<file path="config.mk">
export PLATFORM = sky130hd
export DESIGN_NAME = pfba_free_index
export DESIGN_NICKNAME = d
export VERILOG_FILES = /design/src/pfba_pkg.sv /design/src/pfba_free_index.sv
export SDC_FILE = /design/constraint.sdc
export NUM_CORES = 2
export LEC_CHECK = 0
export BUFFER_PORTS_ARGS = -buffer_cell sky130_fd_sc_hd__buf_2
export CAP_MARGIN = 20
export CORE_ASPECT_RATIO = 1.25
export CORE_UTILIZATION = 50
export DETAILED_ROUTE_END_ITERATION = 6
export HOLD_SLACK_MARGIN = 0.15
export MAX_ROUTING_LAYER = met4
export PLACE_DENSITY = 0.68
export SLEW_MARGIN = 20
export SYNTH_ARGS = -nofsm -noshare
export SYNTH_HDL_FRONTEND = slang
export SYNTH_SLANG_ARGS = --single-unit
export TNS_END_PERCENT = 30
</file>
<file path="constraint.sdc">
create_clock -name clk -period 7.48 [get_ports clk]
set_input_delay 0 -clock clk [delete_from_list [all_inputs] [get_ports clk]]
set_output_delay 0 -clock clk [all_outputs]
set_load 0.01 [all_outputs]
</file>
<file path="src/pfba_pkg.sv">
package pfba_pkg;

  // default sizing
  localparam int unsigned NUM_PAGES_DEF  = 65536;
  localparam int unsigned PAGE_BYTES_DEF = 4096;

  // fixed field widths
  localparam int unsigned ADDR_W   = 32;
  localparam int unsigned COUNT_W  = 17;
  localparam int unsigned STATUS_W = 2;
  localparam int unsigned MODE_W   = 2;
  localparam int unsigned MAP_BITS = 32;
  localparam int unsigned BIT_W    = 5;

  localparam logic [COUNT_W-1:0] COUNT_MAX = '1;

  // operation codes
  typedef enum logic [MODE_W-1:0] {
    MODE_ALLOC   = 2'd0,
    MODE_FREE    = 2'd1,
    MODE_ADD     = 2'd2,
    MODE_RESERVE = 2'd3
  } mode_t;

  // result codes
  typedef enum logic [STATUS_W-1:0] {
    STATUS_DONE    = 2'd0,
    STATUS_NO_FREE = 2'd1,
    STATUS_IGNORED = 2'd2
  } status_t;

  // position of the lowest clear bit in a map word
  typedef struct packed {
    logic             found;
    logic [BIT_W-1:0] idx;
  } zero_pos_t;

  // controls from the sequencer to the free-word index
  typedef struct packed {
    logic clear;
    logic find;
    logic read;
    logic update;
    logic upd_full;
  } fidx_ctl_t;

  function automatic zero_pos_t lowest_zero(input logic [MAP_BITS-1:0] w);
    zero_pos_t r;
    r = '0;
    for (int i = MAP_BITS - 1; i >= 0; i--) begin
      if (!w[i]) begin
        r.found = 1'b1;
        r.idx   = BIT_W'(i);
      end
    end
    return r;
  endfunction

  // saturating counter steps
  function automatic logic [COUNT_W-1:0] count_up(input logic [COUNT_W-1:0] c);
    return (c == COUNT_MAX) ? c : c + 1'b1;
  endfunction

  function automatic logic [COUNT_W-1:0] count_down(input logic [COUNT_W-1:0] c);
    return (c == '0) ? c : c - 1'b1;
  endfunction

endpackage

</file>
<file path="src/pfba_free_index.sv">
module pfba_free_index #(
  parameter int unsigned SUM_WORDS = 64,
  parameter int unsigned SUM_AW    = 6
) (
  input  logic                             clk,
  input  logic                             rst_n,
  input  pfba_pkg::fidx_ctl_t              ctl,
  input  logic [SUM_AW-1:0]                clear_addr,
  input  logic [SUM_AW-1:0]                rd_group,
  input  logic [pfba_pkg::BIT_W-1:0]       upd_bit,
  output logic                             any_free,
  output logic [SUM_AW+pfba_pkg::BIT_W-1:0] found_word
);

  // one bit per map word: set when the word has no clear page
  logic [pfba_pkg::MAP_BITS-1:0] sum_mem [SUM_WORDS];
  logic [pfba_pkg::MAP_BITS-1:0] sum_rd_r;
  logic [SUM_AW-1:0]             group_r;
  // one bit per summary word: set when every map word of the group is full
  logic [SUM_WORDS-1:0]          grp_full_r;

  logic [SUM_AW-1:0]             first_group;
  logic [pfba_pkg::MAP_BITS-1:0] upd_mask;
  logic [pfba_pkg::MAP_BITS-1:0] sum_nxt;
  logic                          wr_en;
  logic [SUM_AW-1:0]             wr_addr;
  logic [pfba_pkg::MAP_BITS-1:0] wr_data;
  pfba_pkg::zero_pos_t           sum_zero;

  // lowest group that still holds a free page
  always_comb begin
    first_group = '0;
    for (int i = SUM_WORDS - 1; i >= 0; i--) begin
      if (!grp_full_r[i]) begin
        first_group = SUM_AW'(i);
      end
    end
  end

  assign any_free   = ~&grp_full_r;
  assign sum_zero   = pfba_pkg::lowest_zero(sum_rd_r);
  assign found_word = {group_r, sum_zero.idx};

  // summary word after the map word changed its full flag
  assign upd_mask = pfba_pkg::MAP_BITS'(1) << upd_bit;
  assign sum_nxt  = ctl.upd_full ? (sum_rd_r | upd_mask) : (sum_rd_r & ~upd_mask);

  always_comb begin
    wr_en   = ctl.clear | ctl.update;
    wr_addr = ctl.clear ? clear_addr : group_r;
    wr_data = ctl.clear ? '1 : sum_nxt;
  end

  // summary memory write port
  always_ff @(posedge clk) begin
    if (wr_en) begin
      sum_mem[wr_addr] <= wr_data;
    end
  end

  // summary memory read port, data held until the next read
  always_ff @(posedge clk) begin
    if (ctl.find) begin
      sum_rd_r <= sum_mem[first_group];
      group_r  <= first_group;
    end else if (ctl.read) begin
      sum_rd_r <= sum_mem[rd_group];
      group_r  <= rd_group;
    end
  end

  // group full flags
  always_ff @(posedge clk) begin
    if (!rst_n) begin
      grp_full_r <= '1;
    end else if (ctl.update) begin
      grp_full_r[group_r] <= &sum_nxt;
    end
  end

endmodule

</file>
=== After elaboration in Yosys (flattened, before gate mapping) ===
Memory sizes are Yosys's and may differ from the RTL's.
Index checks and enable logic that the tools add are counted.

* $lt $le $gt $ge: 2
* Shift operators: 1
* Muxes and demuxes: 108
* Bitwise gates (word level): 4
* Reductions and logical operators: 5

{| class="wikitable"
|+ Operators by type and width
! kind !! count
|-
| $mux 6 || 67
|-
| $mux 5 || 32
|-
| $mux 32 || 4
|-
| $bwmux 64 || 1
|-
| $reduce_and 64->1 || 1
|-
| $and 32x32->32 || 1
|-
| $not 32->32 || 1
|-
| $or 32x32->32 || 1
|-
| $reduce_and 32->1 || 1
|-
| $shl 1x5->32 const A || 1
|-
| $lt 6x7->1 const B || 1
|-
| $demux 1 s6 || 1
|-
| $ge 6x1->1 const B || 1
|-
| $mux 1 || 3
|-
| $reduce_bool 2->1 || 1
|-
| $logic_and 1x1->1 || 1
|-
| $logic_not 1->1 || 1
|-
| $or 1x1->1 || 1
|}

* Register bits after elaboration: 102
* Memory bits (writable): 2048
* Input port bits: 24
* Output and inout bits: 12
* Logic and storage cells: 124
* Memories kept: 1

{| class="wikitable"
|+ Memories
! name !! depth !! bits a word !! read ports !! clocked after Yosys merged registers in !! write ports !! line !! RTL
|-
| sum_mem || 64 || 32 || 2 || 0 || 1 || pfba_free_index.sv:16 || <nowiki>logic [pfba_pkg::MAP_BITS-1:0] sum_mem [SUM_WORDS];</nowiki>
|}

=== Longest topological paths before layout ===
An unclocked memory read counts as a cell.

* Word-level depth: 66
* Mapped depth: 16
* Mapped depth without buffers: 11

=== Least setup slack after synthesis ===
OpenSTA, ideal clock, no wires.

* Path kind: input to register
* Start: input port upd_bit[0] (netlist bit)
* End: memory sum_mem[0][21] (netlist bit), data pin
* Library setup time: 1009 ps
* Data arrival time: 5225 ps
* Data required time: 6471 ps
* Setup slack: 1247 ps
* Cell stages on the path: 5
* Cell sequence: clkbuf_1 -> buf_1 -> clkbuf_1 -> nand2_1 -> o311ai_0

* Longest elaborated chain between the ends: 5

{| class="wikitable"
|+ Ends and longest elaborated chain
! item !! line !! RTL
|-
| from (decl) || pfba_free_index.sv:10 || <nowiki>input logic [pfba_pkg::BIT_W-1:0] upd_bit,</nowiki>
|-
| $shl 1x5->32 * || pfba_free_index.sv:45 || <nowiki>assign upd_mask = pfba_pkg::MAP_BITS'(1) << upd_bit;</nowiki>
|-
| $not 32->32 || pfba_free_index.sv:46 || <nowiki>assign sum_nxt = ctl.upd_full ? (sum_rd_r | upd_mask) : (sum_rd_r & ~upd_mask);</nowiki>
|-
| $and 32x32->32 || pfba_free_index.sv:46 ||
|-
| $mux 32 * || pfba_free_index.sv:46 ||
|-
| $mux 32 * || pfba_free_index.sv:51 || <nowiki>wr_data = ctl.clear ? '1 : sum_nxt;</nowiki>
|-
| net wr_data (one bit) || pfba_free_index.sv:27 || <nowiki>logic [pfba_pkg::MAP_BITS-1:0] wr_data;</nowiki>
|-
| to (decl) || pfba_free_index.sv:16 ||
|}

The timed path passes the listed nets; every way through them passes the cells marked *.

=== Final worst setup path ===
* Start: register grp_full_r[24]
* End: register sum_rd_r[22] (netlist bit), data pin

* Longest elaborated chain between the ends: 27

{| class="wikitable"
|+ Ends and longest elaborated chain
! item !! line !! RTL
|-
| from (decl) || pfba_free_index.sv:20 || <nowiki>logic [SUM_WORDS-1:0] grp_full_r;</nowiki>
|-
| from (signal, indexed assignment) || pfba_free_index.sv:77 || <nowiki>grp_full_r[group_r] <= &sum_nxt;</nowiki>
|-
| $mux 6 (25 in a row) || pfba_free_index.sv:34 || <nowiki>if (!grp_full_r[i]) begin</nowiki>
|-
| $mem_v2 64x32 || - ||
|-
| $mux 32 || pfba_free_index.sv:63 || <nowiki>if (ctl.find) begin</nowiki>
|-
| to (signal assigned) || pfba_free_index.sv:64 || <nowiki>sum_rd_r <= sum_mem[first_group];</nowiki>
|-
| to (signal assigned) || pfba_free_index.sv:67 || <nowiki>sum_rd_r <= sum_mem[rd_group];</nowiki>
|-
| to (decl) || pfba_free_index.sv:17 || <nowiki>logic [pfba_pkg::MAP_BITS-1:0] sum_rd_r;</nowiki>
|}

No other way between the ends.
A chain may end at the register's enable or synchronous reset.

==> flow_summary.ini <==
[floorplanning]
io_pins = 36
fp.coreArea_sq_um = 202000
placementRows = 184
dieArea_sq_um = 205000
die_x_microns = 406
initial_utilization_pct = 50.5
die_h_microns = 506

[clock_tree]
cts_resized = 0
clkLatencyLatePin_ns = 0.88
post_cts_buffers = 0
cts-buffers-inserted = 199
cts_tree = yes
cts_max_path_buffers = 3
clkSlewWorstSetupHoldPaths_ns = 0.07
cts.sinks = 2150
postCtsHoldBufs = 7
cts.htree.levels = 4
clk_root_buffer_cell = clkbuf_16

[setup_path]
r2r-end = sum_rd_r[22]
rrSetupSlack_ns = 1.35
crit_type = register to register
reg2reg_depth = 12
worstPathRequired_ns = 8.17
critPathLaunch = grp_full_r[24]
cp_slowest_cell = nor2_4
cp-endpoint = sum_rd_r[22]
end_kind = register
slowest_delay_ns = 0.91
worstSetupStartpointType = register
path_cells = nand2b_1, a21boi_1, or4_4, or4_4, a31o_4, nor2_4, buf_12, mux2i_1, o21ai_0, o21ai_0, or4_1, o211ai_1
reg2reg_from = grp_full_r[24]
worstPathArrival_ns = 6.82
critPathMaxFanout = 71

[detailed_routing]
first_pass_iters = 7
post_drt_wl_per_cell_microns = 41.3
antenna_left = 0
route.vias.total = 74290
drc = 0
drt-initial-drc-count = 14668
drt-vias-per-instance = 7.77
finalWirelength_microns = 395000

[synthesis]
synth_fp_nets = 6729
synth_seq_cells = 2150
synth_cell_type_count = 81
async_flop_share_pct = 0
yosys_most_used_dff = edfxtp_1
synth-seq-area-share_pct = 62.8
synth_edf_count = 2086
avgSynthCellArea_sq_um = 15.2
synth_area_sq_um = 102000
synth_warnings = 0
syn_inst = 6705

[global_routing]
grt_pass1_wl_microns = 542000
first_global_vias = 69806
grt_overflow = 0
grt_max_degree = 131
track_usage_pct = 39.1
antenna_found_initial = 26

[layout]
fin_cells = 9555
final_cell_mix = edfxtp_1, mux4_2, nand2_1
drive_gt1_share_pct = 20.6
mostFrequentLayoutCell = edfxtp_1
final_nets = 6688
fin_area_sq_um = 113000
post-route-util_pct = 55.9
area_growth_pct = 10.7

[power]
power_density_nw_per_um2 = 347
p_leak_nw = 34.9
ir_drop_uv = 412

[timing]
rsz0062_at_grt = no
setup-tns-final_ns = 0
fin_skew_ns = 0.0420
final.setup.worst_slack_ns = 1.35
drv_slew = 0
fin_crit_sh_pct = 82.0
fmax_mhz = 163
hold_viol_final = 0
setup_violations = 0
tightest_slew_ns = 1.34
layout_min_cycle_time_ns = 6.13
slew_headroom_pct = 10.1

[place]
place_area_sq_um = 106000
placed_cells = 9151
dp_hpwl_microns = 227000
dp_worst_setup_slack_ns = 1.65
port_buffers = 35
place.gp.congestion = 0.963

[hold_path]
holdCritPathClass = primary input to register

[run]
maxCapViolCount = 0

[outcome]
status = finished, final reports clean
[metal layers]
| metal | vias to the layer above | part of all wire [%] | track usage (%) | wire length, microns |
|---|---|---|---|---|
| met4 | 0 | 8.8 | 27.8 | 34600 |
| met2 | 7373 | 44 | 55.4 | 172000 |
| met1 | 37283 | 32 | 47.7 | 126000 |
| met5 | - | 0 | - | 0 |
| met3 | 1833 | 16 | 12.0 | 62800 |
| li1 | 27801 | - | - | - |
[power breakdown]
group	switching (mW)	internal [mW]
logic	10.3	3.69
registers	0.540	14.4
clock network	4.60	5.54
[critical path, delay by kind of cell (launching register included)]
family                 cells  cell delay [ns]
AO/OA/AOI/OAI              5             1.82
buffers and inverters      1             0.50
flip-flops                 1             0.37
multiplexers               1             0.14
AND/OR/NAND/NOR            5             2.97
[through the flow]
stage,total power [mW],hold slack (ns)
finish,39.1,0.203
global route,39.6,0.207
CTS,38.3,0.181
detailed placement,28.4,0.558
global placement,28.2,0.547
floorplan,22.5,0.282
[sequential cells by signal, indices dropped and copies added, names as in the netlist]
| signal | flops |
|---|---|
| grp_full_r | 64 |
| group_r | 6 |
| sum_mem | 2048 |
| sum_rd_r | 32 |
[kinds of logic (layout without fill, tap and decap cells)]
logic type,Yosys count,count (layout),synth area share (%)
flops,2150,2150,62.8
compound gates,1543,1543,10.7
simple gates,1466,1466,6.53
mux,938,938,17.5
buf+inv,608,733,2.50
other cells,0,28,0
[final cells by class]
class	instances	area, sq um
Antenna cell	28	70.1
Inverter	60	230
Fill cell	15638	89000
Tap cell	2697	3370
Timing Repair Buffer	306	2720
Multi-Input combinational cell	3947	36100
Clock buffer	247	5350
Sequential cell	2150	63900
Clock inverter	120	967
[cells in the mapped netlist (98+ instances only)]
cell / count / share of area [%]
o22ai_1: 98 / 0.60
o221ai_1: 202 / 1.7
nand2_1: 644 / 2.4
a31oi_1: 106 / 0.65
o211ai_1: 99 / 0.73
nand3_1: 139 / 0.68
nor2_1: 304 / 1.1
mux2i_1: 239 / 2.4
o21ai_0: 321 / 1.6
buf_2: 103 / 0.51
clkbuf_1: 308 / 1.1
mux4_2: 672 / 15
a21oi_1: 171 / 0.84
edfxtp_1: 2086 / 62
buf_1: 107 / 0.39
[how the worst min path moves through the flow]
| stage | startpoint | end | slack, ns | cells after the start |
|---|---|---|---|---|
| 6_report | ctl[0] | sum_mem[12][9] | 0.20 | 2 |
| 5_1_grt | ctl[0] | sum_mem[12][9] | 0.21 | 2 |
| 4_1_cts | rd_group[3] | sum_rd_r[8] | 0.18 | 6 |
| 3_5_place_dp | grp_full_r[17] | grp_full_r[17] | 0.56 | 2 |
| 3_3_place_gp | grp_full_r[17] | grp_full_r[17] | 0.55 | 2 |
| 2_1_floorplan | rst_n | grp_full_r[0] | 0.28 | 2 |
(Power assumes the default switching activity.)
